<file path="src/design/rayleigh_quotient_assert.svh">
// ----------------------------------------------------------------------------
// Rayleigh quotient assertion macros
// Shared property forms for the checks at the end of the top level.
// ----------------------------------------------------------------------------
`ifndef RAYLEIGH_QUOTIENT_ASSERT_SVH
`define RAYLEIGH_QUOTIENT_ASSERT_SVH

// same-cycle implication, disabled in reset
`define RQ_ASSERT_NOW(label, ante, cons) \
    label: assert property (@(posedge clk) disable iff (!rst_n) (ante) |-> (cons)) \
        else $error("rayleigh_quotient: same-cycle check failed");

// next-cycle implication, disabled in reset
`define RQ_ASSERT_NEXT(label, ante, cons) \
    label: assert property (@(posedge clk) disable iff (!rst_n) (ante) |=> (cons)) \
        else $error("rayleigh_quotient: next-cycle check failed");

`endif

</file>
<file path="src/design/rq_div.sv">
// ----------------------------------------------------------------------------
// rq_div
// Restoring divider, one quotient bit per cycle, with sign and saturation.
// ----------------------------------------------------------------------------
module rq_div #(
    parameter int NUM_W = 54,
    parameter int DEN_W = 35
) (
    input  logic                    clk,
    input  logic                    rst_n,
    input  logic                    start,
    input  logic signed [NUM_W-1:0] num,
    input  logic [DEN_W-1:0]        den,
    output logic                    done,
    output logic signed [31:0]      quotient
);

    localparam int DVD_W = NUM_W + 4;
    localparam int CNT_W = $clog2(DVD_W + 1);

    logic             busy_reg;
    logic             done_reg;
    logic [CNT_W-1:0] cnt_reg;
    logic             neg_reg;
    logic [DVD_W-1:0] dvd_reg;
    logic [DVD_W-1:0] q_reg;
    logic [DEN_W:0]   rem_reg;
    logic [DEN_W-1:0] den_reg;
    logic [NUM_W-1:0] mag;
    logic [DEN_W:0]   rem_sh;
    logic             fits;
    logic [DEN_W:0]   rem_next;

    // magnitude of the numerator; wraps correctly for the most negative value
    assign mag = NUM_W'($unsigned(num[NUM_W-1] ? -num : num));

    // one restoring step
    always_comb
    begin
        rem_sh   = {rem_reg[DEN_W-1:0], dvd_reg[DVD_W-1]};
        fits     = rem_sh >= {1'b0, den_reg};
        rem_next = fits ? rem_sh - {1'b0, den_reg} : rem_sh;
    end

    always_ff @(posedge clk or negedge rst_n)
    begin
        if (!rst_n)
        begin
            busy_reg <= 1'b0;
            done_reg <= 1'b0;
            cnt_reg  <= '0;
        end
        else
        begin
            done_reg <= busy_reg && cnt_reg == CNT_W'(1);
            if (start)
            begin
                busy_reg <= 1'b1;
                cnt_reg  <= CNT_W'(DVD_W);
            end
            else if (busy_reg)
            begin
                cnt_reg <= cnt_reg - CNT_W'(1);
                if (cnt_reg == CNT_W'(1))
                begin
                    busy_reg <= 1'b0;
                end
            end
        end
    end

    always_ff @(posedge clk)
    begin
        if (start)
        begin
            neg_reg <= num[NUM_W-1];
            dvd_reg <= {mag, 4'b0000};
            den_reg <= den;
            rem_reg <= '0;
            q_reg   <= '0;
        end
        else if (busy_reg)
        begin
            dvd_reg <= {dvd_reg[DVD_W-2:0], 1'b0};
            rem_reg <= rem_next;
            q_reg   <= {q_reg[DVD_W-2:0], fits};
        end
    end

    // apply sign and clamp to the Q28.4 range
    always_comb
    begin
        if (neg_reg)
        begin
            if (q_reg > DVD_W'(33'h0_8000_0000))
            begin
                quotient = 32'sh8000_0000;
            end
            else
            begin
                quotient = $signed(32'(0 - q_reg[31:0]));
            end
        end
        else
        begin
            if (q_reg > DVD_W'(32'h7FFF_FFFF))
            begin
                quotient = 32'sh7FFF_FFFF;
            end
            else
            begin
                quotient = $signed(q_reg[31:0]);
            end
        end
    end

    assign done = done_reg;

endmodule

</file>
<file path="config.mk">
export PLATFORM = sky130hd
export DESIGN_NAME = rq_div
export DESIGN_NICKNAME = d
export VERILOG_FILES = /design/src/design/rayleigh_quotient_assert.svh /design/src/design/rq_div.sv
export SDC_FILE = /design/constraint.sdc
export NUM_CORES = 1
export LEC_CHECK = 0
export BUFFER_PORTS_ARGS = -buffer_cell sky130_fd_sc_hd__buf_2
export CORE_MARGIN = 2
export CORE_UTILIZATION = 60
export DETAILED_ROUTE_END_ITERATION = 8
export PLACE_DENSITY = 0.81
export RECOVER_POWER = 100
export SLEW_MARGIN = 30
export SYNTH_ARGS = -nofsm -noshare
export SYNTH_HDL_FRONTEND = slang
export SYNTH_SLANG_ARGS = --single-unit
</file>
<file path="constraint.sdc">
create_clock -name clk -period 4.04 [get_ports clk]
set_input_delay 0.606 -clock clk [delete_from_list [all_inputs] [get_ports clk]]
set_output_delay 0.606 -clock clk [all_outputs]
set_load 0.1 [all_outputs]
</file>
==> qor.csv <==
stage,metric,value,unit
outcome,status,finished with violations,
outcome,failing checks,"max-capacitance violations, max-slew violations, negative setup slack",
detailed_routing,"wirelength, routed",26400,microns
place,placed cell count,1601,
timing,Min Hold Slack,0.339,ns
setup_path,crit path max fanout,3,
floorplanning,initial core utilization,60.7,%
timing,Worst slew margin,-102,%
timing,fin crit period,4.33,ns
cts,H-tree depth,4,
power_and_ir_drop,P per Cell Area,590,nW/um^2
global_route,vias in the first global route,9464,
setup_path,reg2reg setup slack,0.18,ns
floorplanning,core area,18600,sq um
timing,RSZ-0062 raised after global routing,yes,
timing,Max Clock Skew,0.0169,ns
timing,Final WS setup,-0.293,ns
cts,CTS Buf Count,17,
hold_path,Worst Hold Class,primary input to flop,
floorplanning,Ports,125,
timing,Final setup viols,3,
cts,Sink Count,191,
detailed_routing,DRT iter0 DRCs,755,
flow_run,Max-Cap Viols,2,
setup_path,RR Endpoint,rem_reg[27],
synthesis,Adder-Cell Fraction of Synth Area,4.50,%
detailed_routing,via count,9849,
setup_path,Setup CP Type,flop to output port,
global_route,first-pass GRT wire length,44300,microns
cts,maximum root-to-sink buffer count,2,
finish,fill count,1307,
timing,Slew @ Worst Pin,3.02,ns
global_route,GRT overflow,0,
floorplanning,# rows,50,
place,Port Buffers,124,
detailed_routing,WL/cell,16.1,microns
synthesis,Yosys cell types,68,
timing,max frequency,0.231,GHz
synthesis,mapped cell area,11300,sq um
timing,Final Hold Viols,0,
setup_path,CP endpoint,quotient[29],
timing,final worst path period share,107,%
finish,Final Non-Filler Cells,1641,
detailed_routing,drt first pass iters,6,
detailed_routing,met1 wire length,11400,microns
synthesis,Synth Flop Type,dfxtp_1,
detailed_routing,drt drc,0,
synthesis,"flops & latches, synth",191,
setup_path,Crit Reg-Reg Startpoint,den_reg[0],
hold_path,hold depth,1,
finish,Final nets,1525,
floorplanning,DIE WIDTH,141,microns
setup_path,Worst setup EP type,output port,
floorplanning,Chip Height,141,microns
detailed_routing,Antenna Nets Post-Route,0,
setup_path,Required @ worst endpoint,3.43,ns
synthesis,Synth Area in Compound Gates,18.4,%
synthesis,yosys warns,0,
setup_path,crit start category,flop,
synthesis,Post-synth EDFFs,90,
power_and_ir_drop,worst vdd ir,375,uV
detailed_routing,Via density,6.00,
place,Post-Place Worst Slack,-0.0596,ns
finish,area of the multi-input gates,6400,sq um
floorplanning,die area,19900,sq um
synthesis,synthesized-area fraction occupied by and/or/nand/nor cells,18.5,%
cts,CTS tree,done,
setup_path,Worst Setup SP,q_reg[18],
power_and_ir_drop,Leak,6.00,nW
synthesis,Async SR Flop Fraction,4.19,%
synthesis,Synth Net Count,1406,
detailed_routing,WL met3,1680,microns
setup_path,arrival time worst endpoint,3.73,ns
synthesis,Post-Synthesis Cells,1274,
synthesis,mux share of post-synthesis cell area,5.53,%
setup_path,Worst R2R Path Depth,12,
finish,share of layout cells above drive strength 1,18.2,%
detailed_routing,Max Used Layer,met5,
place,hpwl dp,18100,microns
finish,Reg area,4760,sq um
finish,max reg flops,58,
finish,Layout area overhead,21.9,%
timing,fin. max-slew vios,120,
synthesis,largest family of logic cells by synthesized area,simple AND/OR/NAND/NOR gates,
global_route,initial antenna violation count,2,
global_route,GRT Total Usage,26.9,%
synthesis,Synth Area in XOR/XNOR,6.21,%
cts,Clock Pin Slew Worst Setup and Hold Paths,0.07,ns
detailed_routing,WL met2,12600,microns
synthesis,sequential-to-total area share from yosys stat,42.3,%
synthesis,Syn Area/Cell,8.85,sq um
place,Final GP Congestion,0.861,
global_route,largest net degree at the start of global routing,239,
cts,Worst-Skew Late Latency,0.44,ns
cts,clock root cell,clkbuf_16,
-- placed cells by master, fill, tap and decap left out, drive strengths merged, types with 10 or more instances in the layout --
| cell | netlist | final |
|---|---|---|
| xnor2 | 18 | 18 |
| o311ai | 19 | 19 |
| nand3 | 20 | 20 |
| o31ai | 23 | 23 |
| ha | 39 | 39 |
| xor2 | 62 | 62 |
| nand4 | 13 | 13 |
| nand2 | 121 | 121 |
| mux2i | 60 | 60 |
| nor3 | 20 | 20 |
| a311oi | 25 | 25 |
| or3 | 23 | 23 |
| a21oi | 99 | 99 |
| nor2 | 181 | 181 |
| clkbuf | 72 | 35 |
| dfxtp | 93 | 93 |
| nor3b | 10 | 10 |
| nor4 | 13 | 13 |
| buf | 8 | 163 |
| a211o | 10 | 10 |
| or4 | 11 | 11 |
| o21ai | 68 | 68 |
| edfxtp | 90 | 90 |
| inv | 55 | 64 |
-- worst min path at each step --
stage / from / slack, ns / endpoint
detailed placement: rst_n / 0.46 / done
global route: den[3] / 0.32 / den_reg[3]
CTS: den[6] / 0.32 / den_reg[6]
finish: den[6] / 0.34 / den_reg[6]
global placement: rst_n / 0.46 / done
floorplan: rst_n / 0.31 / busy_reg
-- cell families after synthesis --
logic type      Yosys count
compound gates          312
flops                   191
simple gates            453
buf+inv                 136
xor+xnor                 80
mux                      62
fa+ha+maj                40
-- report_power, final --
part           switching [mW]  leakage, nW  internal, mW
Sequential              0.147         1.74          2.28
Combinational            2.43         3.96          1.57
Clock                   0.800        0.300         0.886
Total                    3.38         6.00          4.73
-- timing repair --
item                                    in CTS  in global routing
hold buffers                                 1                  0
endpoints found under the setup margin      31                 28
pin swaps                                    4                 11
buffers inserted                             4                  1
endpoints found under the hold margin        8                  0
gates resized for setup                     11                 11
-- worst max-delay path, cell delays in order (launching register included) --
cell and delay (ns):
dfxtp_1 0.32, or3_4 0.38, or3b_4 0.40, or4_4 0.43, or3_4 0.39, or3_4 0.34, or3_4 0.36, nor3b_2 0.16
a211o_2 0.34, buf_12 0.17
-- final cells by class --
cell class              count  share of cell area (%)
multi-input cells         947                    46.5
flip-flops and latches    191                    34.7
repair buffers            180                    10.9
clock buffers              19                    3.31
well taps                 234                    2.13
inverters                  56                    1.53
clock inverters            13                   0.956
diodes                      1                  0.0182
-- metal layers --
| layer | global-route usage (%) | vias to the layer above |
|---|---|---|
| met5 | 0 | - |
| met4 | 9.21 | 2 |
| met3 | 5.20 | 52 |
| met2 | 44.0 | 349 |
| met1 | 35.9 | 4601 |
| li1 | - | 4845 |
-- per-stage QoR --
stage	util (%)	TNS, ns	power [mW]	instance area, sq um
floorplan	-	-1.87	5.24	11600
global placement	70.6	0	6.30	13100
detailed placement	70.6	-0.0989	6.38	13100
CTS	74.2	-0.420	8.14	13800
global route	74.0	-4.33	8.53	13700
finish	74.0	-0.564	8.11	13700
-- synth_stat cells (4+ instances only) --
master	number	share of area [%]
a21o_1	7	0.47
edfxtp_1	90	24
o21bai_1	9	0.60
and2_1	6	0.33
or2_2	7	0.39
or3_4	4	0.40
nor3b_1	10	0.67
nand3_1	20	0.89
nor3_1	20	0.89
xnor2_1	18	1.4
and3_1	8	0.44
a21oi_1	99	4.4
a311oi_1	25	1.9
or4_1	11	0.73
o21ai_0	67	3.0
o31ai_1	17	1.1
a211o_1	10	0.78
o311ai_0	19	1.5
o31ai_2	6	0.67
a211oi_1	5	0.33
nor4_1	13	0.72
dfrtp_1	8	1.8
buf_1	4	0.13
nand2b_1	6	0.33
or3_1	19	1.1
o21a_1	4	0.27
ha_1	39	4.3
nand2_1	121	4.0
a31oi_1	9	0.50
nand4_1	13	0.72
xor2_1	62	4.8
inv_1	55	1.8
a21boi_0	5	0.33
nor2_1	181	6.0
mux2i_1	60	5.3
dfxtp_1	93	17
clkbuf_1	72	2.4
o41ai_1	6	0.47
nor2b_1	5	0.28
Power figures use the tool's default switching activity.
