**config.mk**
```make
export PLATFORM = sky130hd
export DESIGN_NAME = rq_tail
export DESIGN_NICKNAME = d
export VERILOG_FILES = /design/src/design/rayleigh_quotient_assert.svh /design/src/design/rq_pkg.sv /design/src/design/rq_tail.sv
export SDC_FILE = /design/constraint.sdc
export NUM_CORES = 2
export LEC_CHECK = 0
export BUFFER_PORTS_ARGS = -buffer_cell sky130_fd_sc_hd__buf_2
export CORE_MARGIN = 4
export CORE_UTILIZATION = 30
export DETAILED_ROUTE_END_ITERATION = 6
export RECOVER_POWER = 100
export REMOVE_ABC_BUFFERS = 1
export SYNTH_ARGS = -nofsm -noshare
export SYNTH_HDL_FRONTEND = slang
export SYNTH_SLANG_ARGS = --single-unit
```
**constraint.sdc**
```tcl
create_clock -name clk -period 9.7 [get_ports clk]
set_input_delay 0.97 -clock clk [delete_from_list [all_inputs] [get_ports clk]]
set_output_delay 0.97 -clock clk [all_outputs]
set_load 0.005 [all_outputs]
```
**src/design/rayleigh_quotient_assert.svh**
```systemverilog
// ----------------------------------------------------------------------------
// Rayleigh quotient assertion macros
// Shared property forms for the checks at the end of the top level.
// ----------------------------------------------------------------------------
`ifndef RAYLEIGH_QUOTIENT_ASSERT_SVH
`define RAYLEIGH_QUOTIENT_ASSERT_SVH

// same-cycle implication, disabled in reset
`define RQ_ASSERT_NOW(label, ante, cons) \
    label: assert property (@(posedge clk) disable iff (!rst_n) (ante) |-> (cons)) \
        else $error("rayleigh_quotient: same-cycle check failed");

// next-cycle implication, disabled in reset
`define RQ_ASSERT_NEXT(label, ante, cons) \
    label: assert property (@(posedge clk) disable iff (!rst_n) (ante) |=> (cons)) \
        else $error("rayleigh_quotient: next-cycle check failed");

`endif

```
**src/design/rq_pkg.sv**
```systemverilog
// ----------------------------------------------------------------------------
// rq_pkg
// Word types, opcodes and controller states of the Rayleigh quotient block.
// ----------------------------------------------------------------------------
package rq_pkg;

    typedef enum logic [1:0] {
        OP_WR_MATRIX = 2'd0,
        OP_WR_VECTOR = 2'd1,
        OP_COMPUTE   = 2'd2,
        OP_NONE      = 2'd3
    } op_t;

    typedef enum logic [2:0] {
        ST_IDLE,
        ST_FEED,
        ST_DRAIN,
        ST_DIV,
        ST_HOLD
    } rq_state_t;

    typedef struct packed {
        logic [1:0]         opcode;
        logic [2:0]         row_index;
        logic [2:0]         column_index;
        logic signed [15:0] entry_value;
    } in_word_t;

    typedef struct packed {
        logic signed [31:0] quotient;
        logic               zero_vector;
    } out_word_t;

    // store write broadcast to the cells and the tail
    typedef struct packed {
        logic               mat_we;
        logic               vec_we;
        logic [2:0]         row;
        logic [2:0]         col;
        logic signed [15:0] value;
    } load_cmd_t;

endpackage

```
**src/design/rq_tail.sv**
```systemverilog
// ----------------------------------------------------------------------------
// rq_tail
// Forms x[i]*y[i] and x[i]*x[i] and accumulates numerator and denominator.
// ----------------------------------------------------------------------------
module rq_tail #(
    parameter int MAX_ORDER = 8,
    parameter int IDX_W     = 3,
    parameter int ACC_W     = 35,
    parameter int NUM_W     = 54,
    parameter int DEN_W     = 35
) (
    input  logic                    clk,
    input  logic                    rst_n,
    input  rq_pkg::load_cmd_t       load,
    input  logic                    clear,
    input  logic                    row_valid,
    input  logic [IDX_W-1:0]        row_idx,
    input  logic signed [ACC_W-1:0] row_sum,
    output logic                    acc_valid,
    output logic signed [NUM_W-1:0] num_sum,
    output logic [DEN_W-1:0]        den_sum
);

    localparam int LO_W = 17;
    localparam int HI_W = ACC_W - LO_W;

    logic signed [15:0]          vec_mem [MAX_ORDER];
    logic signed [15:0]          x_sel;
    logic signed [HI_W-1:0]      y_hi;
    logic signed [LO_W:0]        y_lo;
    logic signed [15+HI_W:0]     p_hi_next;
    logic signed [16+LO_W:0]     p_lo_next;
    logic signed [31:0]          p_xx_next;
    logic signed [15+HI_W:0]     p_hi_reg;
    logic signed [16+LO_W:0]     p_lo_reg;
    logic signed [31:0]          p_xx_reg;
    logic                        valid_reg;
    logic signed [NUM_W-1:0]     hi_ext;
    logic signed [NUM_W-1:0]     num_reg;
    logic signed [NUM_W-1:0]     num_next;
    logic [DEN_W-1:0]            den_reg;
    logic [DEN_W-1:0]            den_next;

    // keep a copy of x for the row-side factor
    always_ff @(posedge clk)
    begin
        if (load.vec_we && int'(load.row) < MAX_ORDER)
        begin
            vec_mem[IDX_W'(load.row)] <= load.value;
        end
    end

    // split y so each product stays narrow
    always_comb
    begin
        x_sel     = vec_mem[row_idx];
        y_hi      = row_sum[ACC_W-1:LO_W];
        y_lo      = $signed({1'b0, row_sum[LO_W-1:0]});
        p_hi_next = x_sel * y_hi;
        p_lo_next = x_sel * y_lo;
        p_xx_next = x_sel * x_sel;
    end

    always_ff @(posedge clk)
    begin
        p_hi_reg <= p_hi_next;
        p_lo_reg <= p_lo_next;
        p_xx_reg <= p_xx_next;
    end

    // recombine partial products and accumulate
    always_comb
    begin
        hi_ext   = NUM_W'(p_hi_reg);
        num_next = num_reg + (hi_ext <<< LO_W) + NUM_W'(p_lo_reg);
        den_next = den_reg + DEN_W'($unsigned(p_xx_reg));
    end

    always_ff @(posedge clk or negedge rst_n)
    begin
        if (!rst_n)
        begin
            valid_reg <= 1'b0;
            num_reg   <= '0;
            den_reg   <= '0;
        end
        else
        begin
            valid_reg <= row_valid;
            if (clear)
            begin
                num_reg <= '0;
                den_reg <= '0;
            end
            else if (valid_reg)
            begin
                num_reg <= num_next;
                den_reg <= den_next;
            end
        end
    end

    assign acc_valid = valid_reg;
    assign num_sum   = num_reg;
    assign den_sum   = den_reg;

endmodule

```
==> results by group <==
Synthesis
  • Top-area cell type share of the netlist area: 34.3%
  • Area contributors post-synth: fa_1 (34%), ha_1 (11%), edfxtp_1 (8.6%), inv_1 (7.6%), dfrtp_1 (5.0%)
  • Complex-gate fraction of the synthesized area: 8.39%
  • Top_reg_cell synth: edfxtp_1
  • Post-synthesis cell type count: 98
  • Mux contribution to synthesized area: 2.89%
  • Sequential area share after synthesis: 18.0%
  • Post-Synth Simple-Gate Area: 12.5%
  • Mapped Area: 44800 um2
  • Cell taking the most area after synthesis: fa_1
  • FFs w/ async S/R, synth: 28.4%
  • Syn avg cell area: 9.79 um2
  • Synth Instances: 4577
  • Post-synth EDFFs: 128
  • Adder-Cell Fraction of Synth Area: 45.6%
  • #FFs+latches synth: 317
  • Combinational family with the most area after synthesis: adder cells
  • Yosys warnings: 0
  • Post-Synth XOR/XNOR Area: 3.44%

Floorplan
  • Initial Util: 30.3%
  • Rows: 141
  • Die W: 394 um
  • Ports: 156
  • Die H: 394 um
  • Area of the core: 148000 um2
  • DIE AREA: 156000 um2

Cells and area
  • Non-filler cells, final: 6649
  • Largest Register: vec_mem
  • Nets: 5909
  • Max reg flops: 128
  • Post-Layout Inst Area: 49000 um2
  • Area Growth Syn to Fin: 9.41%
  • Layout cell share with drive strength beyond 1: 5.98%

Timing
  • Slew Viols, Final: 272
  • Fmax achieved: 112 MHz
  • Worst Tran Pin Value: 3.17 ns
  • Setup violations, final: 0
  • Setup_tns: 0 ns
  • Final Hold Viols: 0
  • Fin Clk Skew: 0.0445 ns
  • Worst slew margin: -111%
  • Tmin final: 8.90 ns
  • RSZ-0062 raised after global routing: no
  • Crit share post-route: 91.7%

CTS
  • Number of H-tree levels: 2
  • Worst-Skew Late Latency: 0.61 ns
  • Postcts setup bufs: 0
  • CTS buffer count: 39
  • Post-cts hold buffer count: 0
  • Worst-path clk slew: 0.06 ns
  • CTS tree: done
  • Root Buffer: clkbuf_16
  • PostCTS Resize Cnt: 0
  • Total clock sinks: 317
  • CTS max path bufs: 3

Place
  • DP HPWL: 91800 um
  • Placed Cells incl. Taps: 6561
  • Final GP Congestion: 0.873
  • Post-DP Area: 47900 um2
  • PortBufs: 151

Critical path
  • Crit Path Category: in -> reg
  • CP startpoint: row_idx[0]
  • CP startpoint kind: input pin
  • Worst endpoint data arrival time: 9.36 ns
  • Critical Path Sink Type: flip-flop
  • Slowest cell on crit path: o41ai_1
  • Worst r2r path cells: 28
  • Crit path required time: 10.16 ns
  • RR Endpoint: p_xx_reg[30]
  • Crit-path max cell delay: 0.57 ns
  • Reg2reg start: vec_mem[3][6]
  • Worst Path Max Fanout: 19
  • Register-to-register setup slack: 1.24 ns
  • CP endpoint: p_xx_reg[30]

GRT
  • Largest net degree at the start of global routing: 52
  • Vias in the first global route: 34400
  • Gr usage total: 15.3%
  • First-pass GRT wire length: 190000 um
  • Grt total ovfl: 0
  • Initial antenna violation count: 30

Run status
  • Failing checks: capacitance limit, slew limit
  • Status: finished with violations

Detailed routing
  • Final wirelength: 117000 um
  • Initial DRT Pass Iterations: 7
  • First DRT Iteration DRCs: 1899
  • Vias per cell: 4.78
  • Wire per inst: 17.5 um
  • ANT nets after route: 0
  • DRC Markers: 0
  • Via count: 31800

Min path
  • Hold Crit Class: in -> reg

Run
  • Max_cap viols: 7
## critical path: cells and delay by family
| kind | cells | cell delay [ns] |
|---|---|---|
| fa+ha+maj | 7 | 3.27 |
| buf+inv | 11 | 2.07 |
| compound gates | 4 | 1.37 |
| simple gates | 4 | 0.81 |
| mux | 2 | 0.69 |
| xor+xnor | 1 | 0.16 |
## how the worst min path moves through the flow
stage / start / to / depth (start not counted)
2_1_floorplan: den_sum[15] / den_sum[15] / 2
3_3_place_gp: den_sum[15] / den_sum[15] / 2
3_5_place_dp: den_sum[15] / den_sum[15] / 2
4_1_cts: rst_n / num_sum[43] / 1
5_1_grt: row_valid / acc_valid / 1
6_report: row_valid / acc_valid / 1
## synthesized netlist by cell type (all sizes together), types with 6 or more instances
| library cell | number |
|---|---|
| nand2b | 32 |
| o21bai | 28 |
| dfrtp | 90 |
| mux2i | 47 |
| nand2 | 445 |
| o2111ai | 6 |
| and3 | 15 |
| mux4 | 32 |
| mux2 | 9 |
| a31oi | 17 |
| xnor2 | 122 |
| xor2 | 54 |
| o31ai | 10 |
| a211oi | 25 |
| a21o | 93 |
| o21a | 21 |
| dfxtp | 99 |
| nor3 | 40 |
| a31o | 9 |
| clkbuf | 144 |
| o21ai | 104 |
| ha | 403 |
| buf | 22 |
| and2 | 244 |
| or3 | 21 |
| o211ai | 13 |
| edfxtp | 128 |
| nand3 | 39 |
| inv | 908 |
| nor2b | 45 |
| a221oi | 6 |
| a21oi | 163 |
| nor2 | 249 |
| fa | 768 |
| nand4 | 23 |
## cell families (layout without fill, tap and decap cells)
| group | after synthesis | after routing |
|---|---|---|
| xor+xnor | 176 | 176 |
| mux | 88 | 88 |
| buf+inv | 1079 | 1204 |
| simple gates | 1183 | 1183 |
| flops | 317 | 317 |
| compound gates | 563 | 563 |
| fa+ha+maj | 1171 | 1171 |
| other cells | 0 | 17 |
## metrics by stage
stage          utilization (%)  hold slack (ns)  setup slack, ns
2_1_floorplan                -            0.500            0.101
3_3_place_gp              32.3            0.497            0.580
3_5_place_dp              32.3            0.515            0.505
4_1_cts                   33.2            0.383             1.13
5_1_grt                   33.1            0.486            0.344
6_report                  33.1            0.509            0.801
## cell usage in the layout, fill, tap and decap left out, types with 9 or more instances in the layout
| master | n |
|---|---|
| inv_1 | 908 |
| fa_1 | 768 |
| nand2_1 | 444 |
| ha_1 | 403 |
| nor2_1 | 249 |
| and2_1 | 237 |
| a21oi_1 | 161 |
| edfxtp_1 | 128 |
| xnor2_1 | 122 |
| dfxtp_1 | 99 |
| o21ai_0 | 98 |
| a21o_1 | 92 |
| dfrtp_1 | 90 |
| clkbuf_1 | 88 |
| buf_2 | 88 |
| xor2_1 | 54 |
| buf_4 | 52 |
| nor2b_1 | 45 |
| mux2i_1 | 45 |
| clkbuf_16 | 43 |
| nor3_1 | 39 |
| nand3_1 | 39 |
| mux4_2 | 32 |
| nand2b_1 | 32 |
| o21bai_1 | 27 |
| a211oi_1 | 24 |
| nand4_1 | 23 |
| o21a_1 | 21 |
| or3_1 | 19 |
| diode_2 | 17 |
| a31oi_1 | 16 |
| and3_1 | 15 |
| o211ai_1 | 13 |
| mux2_2 | 9 |
| o31ai_1 | 9 |
## routing by layer
layer / GRT usage, % / wire length (um) / vias to the layer above
met1: 19.6 / 49800 / 16300
met3: 2.57 / 6330 / 154
met2: 26.7 / 57300 / 706
met5: 0 / 96 / -
li1: - / - / 14600
met4: 3.81 / 3150 / 16
## final cells by class
| cell class | count | area [um2] |
|---|---|---|
| multi-input cells | 3181 | 32600 |
| fillers | 15100 | 99000 |
| flip-flops and latches | 317 | 8080 |
| diodes | 17 | 42.5 |
| inverters | 913 | 3430 |
| clock inverters | 16 | 136 |
| repair buffers | 220 | 1130 |
| well taps | 1930 | 2410 |
| clock buffers | 55 | 1150 |
Power is not shown: default switching activity piles up to over one toggle a cycle in this logic, so the estimate is an artifact.
