`src/design/rayleigh_quotient_assert.svh`:
```
// ----------------------------------------------------------------------------
// Rayleigh quotient assertion macros
// Shared property forms for the checks at the end of the top level.
// ----------------------------------------------------------------------------
`ifndef RAYLEIGH_QUOTIENT_ASSERT_SVH
`define RAYLEIGH_QUOTIENT_ASSERT_SVH

// same-cycle implication, disabled in reset
`define RQ_ASSERT_NOW(label, ante, cons) \
    label: assert property (@(posedge clk) disable iff (!rst_n) (ante) |-> (cons)) \
        else $error("rayleigh_quotient: same-cycle check failed");

// next-cycle implication, disabled in reset
`define RQ_ASSERT_NEXT(label, ante, cons) \
    label: assert property (@(posedge clk) disable iff (!rst_n) (ante) |=> (cons)) \
        else $error("rayleigh_quotient: next-cycle check failed");

`endif

```
`src/design/rq_pkg.sv`:
```
// ----------------------------------------------------------------------------
// rq_pkg
// Word types, opcodes and controller states of the Rayleigh quotient block.
// ----------------------------------------------------------------------------
package rq_pkg;

    typedef enum logic [1:0] {
        OP_WR_MATRIX = 2'd0,
        OP_WR_VECTOR = 2'd1,
        OP_COMPUTE   = 2'd2,
        OP_NONE      = 2'd3
    } op_t;

    typedef enum logic [2:0] {
        ST_IDLE,
        ST_FEED,
        ST_DRAIN,
        ST_DIV,
        ST_HOLD
    } rq_state_t;

    typedef struct packed {
        logic [1:0]         opcode;
        logic [2:0]         row_index;
        logic [2:0]         column_index;
        logic signed [15:0] entry_value;
    } in_word_t;

    typedef struct packed {
        logic signed [31:0] quotient;
        logic               zero_vector;
    } out_word_t;

    // store write broadcast to the cells and the tail
    typedef struct packed {
        logic               mat_we;
        logic               vec_we;
        logic [2:0]         row;
        logic [2:0]         col;
        logic signed [15:0] value;
    } load_cmd_t;

endpackage

```
`src/design/rq_cell.sv`:
```
// ----------------------------------------------------------------------------
// rq_cell
// One column of A and one entry of x; adds A[i][j]*x[j] to the passing row sum.
// ----------------------------------------------------------------------------
module rq_cell #(
    parameter int MAX_ORDER = 8,
    parameter int CELL_IDX  = 0,
    parameter int IDX_W     = 3,
    parameter int NW        = 4,
    parameter int ACC_W     = 35
) (
    input  logic                    clk,
    input  logic                    rst_n,
    input  rq_pkg::load_cmd_t       load,
    input  logic [NW-1:0]           order,
    input  logic                    link_valid,
    input  logic [IDX_W-1:0]        link_row,
    input  logic signed [ACC_W-1:0] link_sum,
    output logic                    pass_valid,
    output logic [IDX_W-1:0]        pass_row,
    output logic signed [ACC_W-1:0] pass_sum
);

    logic signed [15:0]      col_mem [MAX_ORDER];
    logic signed [15:0]      x_reg;
    logic [IDX_W-1:0]        wr_row;
    logic signed [31:0]      prod;
    logic                    active;
    logic                    valid_reg;
    logic [IDX_W-1:0]        row_reg;
    logic signed [ACC_W-1:0] sum_reg;
    logic signed [ACC_W-1:0] sum_next;

    assign wr_row = IDX_W'(load.row);

    // store column entries and the vector entry of this cell
    always_ff @(posedge clk)
    begin
        if (load.mat_we && int'(load.col) == CELL_IDX && int'(load.row) < MAX_ORDER)
        begin
            col_mem[wr_row] <= load.value;
        end
        if (load.vec_we && int'(load.row) == CELL_IDX)
        begin
            x_reg <= load.value;
        end
    end

    // multiply and add; cells beyond the order add nothing
    always_comb
    begin
        active   = CELL_IDX < int'(order);
        prod     = col_mem[link_row] * x_reg;
        sum_next = active ? link_sum + ACC_W'(prod) : link_sum;
    end

    // advance the row sum to the neighbor
    always_ff @(posedge clk or negedge rst_n)
    begin
        if (!rst_n)
        begin
            valid_reg <= 1'b0;
        end
        else
        begin
            valid_reg <= link_valid;
        end
    end

    always_ff @(posedge clk)
    begin
        row_reg <= link_row;
        sum_reg <= sum_next;
    end

    assign pass_valid = valid_reg;
    assign pass_row   = row_reg;
    assign pass_sum   = sum_reg;

endmodule

```
`config.mk`:
```
export PLATFORM = sky130hd
export DESIGN_NAME = rq_cell
export DESIGN_NICKNAME = d
export VERILOG_FILES = /design/src/design/rayleigh_quotient_assert.svh /design/src/design/rq_pkg.sv /design/src/design/rq_cell.sv
export SDC_FILE = /design/constraint.sdc
export NUM_CORES = 1
export LEC_CHECK = 0
export ABC_AREA = 1
export ABC_CLOCK_PERIOD_IN_PS = 6760
export BUFFER_PORTS_ARGS = -buffer_cell sky130_fd_sc_hd__buf_4
export CAP_MARGIN = 10
export CELL_PAD_IN_SITES_DETAIL_PLACEMENT = 1
export CELL_PAD_IN_SITES_GLOBAL_PLACEMENT = 1
export CORE_AREA = 2 2 275 141
export CTS_BUF_LIST = sky130_fd_sc_hd__clkbuf_4
export CTS_CLUSTER_DIAMETER = 80
export CTS_CLUSTER_SIZE = 16
export DETAILED_ROUTE_END_ITERATION = 7
export DIE_AREA = 0 0 277 143
export HOLD_SLACK_MARGIN = 0.15
export PLACE_DENSITY = 0.93
export SLEW_MARGIN = 20
export SYNTH_ARGS = -nofsm -noshare
export SYNTH_HDL_FRONTEND = slang
export SYNTH_SLANG_ARGS = --single-unit
```
`constraint.sdc`:
```
create_clock -name clk -period 6.76 [get_ports clk]
set_clock_uncertainty 0.15 [all_clocks]
set_input_delay 0.338 -clock clk [delete_from_list [all_inputs] [get_ports clk]]
set_output_delay 0.338 -clock clk [all_outputs]
set_load 0.05 [all_outputs]
```
==> qor.tcl, run 1 <==
set qor(grt_worst_setup_endpoint) {pass_sum[34]$_DFF_P_/D}
set qor(core.rowCount) 50
set qor(dpl_worst_slack_ns) -0.2225
set qor(cts_num_sinks) 183
set qor(synth-adder-area-share_pct) 40.59
set qor(place.gp.congestion) 0.9432
set qor(fraction_of_synthesis_flops_using_an_asynchronous_set_or_reset_pin_pct) 0.5464
set qor(cell_with_the_most_instances_after_synthesis) {sky130_fd_sc_hd__inv_1}
set qor(status) {did not finish}
set qor(multiplexer_share_of_the_synthesized_area_pct) 0
set qor(synthTopCellsByArea) {sky130_fd_sc_hd__fa_1 34%, sky130_fd_sc_hd__edfxtp_1 23%, sky130_fd_sc_hd__inv_1 9.1%}
set qor(cts_buffer_depth) 2
set qor(synth_compound_gate_area_share_pct) 5.507
set qor(synth_top_flop_cell) {sky130_fd_sc_hd__edfxtp_1}
set qor(synth-warning-count) 0
set qor(sequential_element_share_of_the_synthesized_area_pct) 27.63
set qor(die_height_um) 143
set qor(cts_inserted_buffers) 17
set qor(grt_max_degree) 40
set qor(firstError) {[ERROR GRT-0232] Routing congestion too high. Check the congestion heatmap in the GUI.}
set qor(ios) 108
set qor(yosys.cell_types.count) 41
set qor(synth_top_family_by_area) {adder cells}
set qor(cts_root_buffer) {sky130_fd_sc_hd__clkbuf_4}
set qor(htreeDepth) 4
set qor(synthDominantAreaCellType) {sky130_fd_sc_hd__fa_1}
set qor(stop_stage) {global routing (5_1_grt)}
set qor(syn-num-nets) 2449
set qor(antenna_found_initial) 14
set qor(synth_top_cells_by_count) {448 x sky130_fd_sc_hd__inv_1, 310 x sky130_fd_sc_hd__fa_1, 300 x sky130_fd_sc_hd__nand2_1, 269 x sky130_fd_sc_hd__nor2_1, 144 x sky130_fd_sc_hd__edfxtp_1}
set qor(summed_instance_area_of_the_synthesized_netlist_um2) 18500
set qor(timing.worst_endpoint.kind) {register input}
set qor(dieWidth_um) 277
set qor(global_route.usage.total_pct) 73.66
set qor(total_congestion_overflow_after_global_routing) 3
set qor(synth-simple-area-share_pct) 14.86
set qor(synth_xor_xnor_area_share_pct) 0.6156
set qor(syn_area_per_cell_um2) 9.408
set qor(start_util_pct) 49.94
set qor(number_of_instances_in_the_synthesized_netlist) 1966
set qor(post-synth-top-area-fraction_pct) 33.55
set qor(ys_seq_elements) 183
set qor(detailedPlacementHpwl_um) 55300
set qor(buffer_ports.inserted) 107
set qor(number_of_flops_mapped_to_enable_cells_by_yosys) 144
[timing repair]
item,CTS
hold endpoints to repair,199
gates resized for setup,2
setup buffers,0
endpoints found under the setup margin,6
hold buffers,89
[per-layer routing]
metal	track usage, %	GRT overflow
met2	88.15	1
met1	71.39	0
met3	65.76	0
met5	52.14	0
met4	67.16	2
[per-stage QoR]
step / instances / cell area (um^2)
after detailed placement: 2613 / 20470
after floorplan: 1966 / 18500
after global placement: 2613 / 20470
after CTS: 2734 / 21660
[cell families after synthesis]
| kind of cell | after synthesis |
|---|---|
| buf+inv | 512 |
| flops | 183 |
| simple gates | 672 |
| fa+ha+maj | 414 |
| compound gates | 172 |
| xor+xnor | 13 |
==> run 2: changes to the inputs <==
- CELL_PAD_IN_SITES_DETAIL_PLACEMENT: 1 -> unset
- CELL_PAD_IN_SITES_GLOBAL_PLACEMENT: 1 -> unset
- CORE_AREA: 2 2 275 141 -> 2 2 219 221
- CTS_BUF_LIST: sky130_fd_sc_hd__clkbuf_4 -> unset
- CTS_CLUSTER_DIAMETER: 80 -> unset
- CTS_CLUSTER_SIZE: 16 -> unset
- DIE_AREA: 0 0 277 143 -> 0 0 221 223
- HOLD_SLACK_MARGIN: 0.15 -> unset
- PLACE_DENSITY: 0.93 -> unset
- PLACE_DENSITY_LB_ADDON: unset -> 0.15
==> run 2 against run 1 <==
  * Synthesized cell count stayed put
  * Area after synthesis unchanged
  * The flow now finishes without violations
==> qor.tcl, run 2 <==
set qor(status) {complete, no violations}
set qor(ant_nets) 0
set qor(worst_r2r_startpoint) {col_mem[4][15]}
set qor(ios) 108
set qor(rsz0062_at_grt) {true}
set qor(endpoint_kind_of_the_worst_setup_timing_path) {register}
set qor(fraction_of_synthesis_flops_using_an_asynchronous_set_or_reset_pin_pct) 0.5464
set qor(synth_top_cells_by_count) {448 x sky130_fd_sc_hd__inv_1, 310 x sky130_fd_sc_hd__fa_1, 300 x sky130_fd_sc_hd__nand2_1, 269 x sky130_fd_sc_hd__nor2_1, 144 x sky130_fd_sc_hd__edfxtp_1}
set qor(grt_max_degree) 41
set qor(core.rowCount) 80
set qor(setup-tns-final_ns) 0
set qor(fp.dieArea_um2) 49280
set qor(die_height_um) 223
set qor(cts_num_sinks) 183
set qor(post_route_cells_drive_above_1_share_pct) 16.25
set qor(viasPerCell) 4.910
set qor(cts_inserted_buffers) 17
set qor(antenna_found_initial) 0
set qor(summed_instance_area_of_the_synthesized_netlist_um2) 18500
set qor(diode_insertion_count_for_antenna_repair) 0
set qor(grt_first_pass_wirelength_um) 83700
set qor(buffer_ports.inserted) 107
set qor(wl_per_cell_um) 18.61
set qor(largest_reg_flops) 128
set qor(critical_path_arrival_ns) 6.73
set qor(syn-num-nets) 2449
set qor(number_of_hold_slack_violations_in_the_final_timing_report) 0
set qor(final_common_cell) {sky130_fd_sc_hd__inv_1}
set qor(dieWidth_um) 221
set qor(synthDominantAreaCellType) {sky130_fd_sc_hd__fa_1}
set qor(synth-warning-count) 0
set qor(cts_root_buffer) {sky130_fd_sc_hd__clkbuf_16}
set qor(finish.instance_area_um2) 22190
set qor(max_stage_delay_ns) 0.60
set qor(vias) 13920
set qor(cpMostUsedCell) {sky130_fd_sc_hd__fa_1}
set qor(firstDrtPassIters) 5
set qor(post-route-drc-count) 0
set qor(net_total_in_the_final_layout) 2691
set qor(detailedPlacementHpwl_um) 42340
set qor(htreeDepth) 4
set qor(yosys.cell_types.count) 41
set qor(place.gp.congestion) 0.8936
set qor(syn_area_per_cell_um2) 9.408
set qor(critPathLaunchType) {primary input}
set qor(wirelength_um) 52790
set qor(max_cap_viol_count) 0
set qor(holdCritPathClass) {primary input to register}
set qor(number_of_instances_in_the_synthesized_netlist) 1966
set qor(clock_insertion_delay_worst_skew_ns) 0.49
set qor(cts.reportedPaths.clkPinSlew_ns) 0.09
set qor(synth_top_flop_cell) {sky130_fd_sc_hd__edfxtp_1}
set qor(ys_seq_elements) 183
set qor(total_congestion_overflow_after_global_routing) 0
set qor(start_util_pct) 39.23
set qor(crit_path_start) {link_row[1]}
set qor(timing_max_transition_violations_final) 0
set qor(clock.fmax_ghz) 0.1536
set qor(most-common-layout-cells) {440 x sky130_fd_sc_hd__inv_1, 306 x sky130_fd_sc_hd__fa_1, 292 x sky130_fd_sc_hd__nand2_1, 253 x sky130_fd_sc_hd__nor2_1, 210 x sky130_fd_sc_hd__buf_4}
set qor(critical_path_class) {primary input to register}
set qor(final_worst_path_period_need_ns) 6.510
set qor(finalSetupViolations) 0
set qor(post-synth-top-area-fraction_pct) 33.55
set qor(synthToLayoutAreaGrowth_pct) 19.98
set qor(post_dp_cell_area_um2) 20570
set qor(number_of_flops_mapped_to_enable_cells_by_yosys) 144
set qor(global_route.usage.total_pct) 22.44
set qor(worstMarginPinSlew_ns) 0.9631
set qor(core_um2) 47150
set qor(worst-path-max-fanout) 20
set qor(cp_slowest_cell) {sky130_fd_sc_hd__fa_1}
set qor(sequential_element_share_of_the_synthesized_area_pct) 27.63
set qor(timing.max_slew.rel_slack_pct) 35.55
set qor(synthTopCellsByArea) {sky130_fd_sc_hd__fa_1 34%, sky130_fd_sc_hd__edfxtp_1 23%, sky130_fd_sc_hd__inv_1 9.1%}
set qor(drt_iter0_markers) 953
set qor(first_global_vias) 14940
set qor(fin_crit_sh_pct) 96.30
set qor(hold_path_startpoint) {link_sum[16]}
set qor(critical_path_required_ns) 6.98
set qor(cell_with_the_most_instances_after_synthesis) {sky130_fd_sc_hd__inv_1}
set qor(cts_buffer_depth) 2
set qor(tritoncts) {yes}
[run 2: cell counts after synthesis]
No cell type changed its count.
[run 2: cell families (layout without fill, tap and decap cells)]
group | count (synthesis) | after routing | share of synthesized area [%]
flops | 183 | 183 | 27.63
xor+xnor | 13 | 13 | 0.6156
buf+inv | 512 | 766 | 10.80
compound gates | 172 | 172 | 5.507
fa+ha+maj | 414 | 414 | 40.59
simple gates | 672 | 673 | 14.86
[run 2: path summary, 6_finish.rpt]
kind	endpoint	slack [ns]	cells after the start
max	pass_sum[26]	0.25	31
max in group asynchronous	pass_valid	5.83	3
min in group asynchronous	pass_valid	0.53	3
min reg2reg	pass_sum[1]	0.92	6
min	pass_sum[16]	0.05	3
max reg2reg	pass_sum[31]	0.44	27
[run 2: what timing repair did]
item                                    4_1_cts  5_1_grt
resized for setup                             0       97
hold endpoints to repair                    183        0
endpoints found under the setup margin        0       21
setup buffers                                 0       10
hold buffers                                 56        0
[run 2: stage by stage]
stage          setup WS [ns]  std cells  hold slack [ns]  util [%]
6_report              0.2502       2836          0.04829     47.07
5_1_grt             -0.03440       2836          0.05897     47.07
4_1_cts              0.01898       2825         0.001798     46.11
3_5_place_dp        -0.05239       2737         -0.03479     43.63
3_3_place_gp       -0.007411       2737         -0.03722     43.63
2_1_floorplan         0.6370       1966          -0.1076         -
[run 2: worst max-delay path: cells and delay by family]
family	cells	cell delay (ns)
fa+ha+maj	7	3.32
compound gates	3	0.48
simple gates	12	1.19
buf+inv	9	1.36
[run 2: layer usage]
metal	wire length, um	vias up	global-route usage (%)
met5	0	-	0
met4	1542	0	8.184
met3	2501	73	3.003
li1	-	6504	-
met1	23210	7007	29.79
met2	25530	340	37.71
[run 2: final cells by class]
type / instances / area, um^2
Sequential cell: 183 / 5110
Tap cell: 615 / 769.5
Multi-Input combinational cell: 1272 / 11720
Clock buffer: 18 / 439.2
Fill cell: 4532 / 24950
Clock inverter: 14 / 168.9
Inverter: 462 / 1768
Timing Repair Buffer: 272 / 2213
Power of run 2 is not shown: default switching activity piles up to over one toggle a cycle in this logic, so the estimate is an artifact.
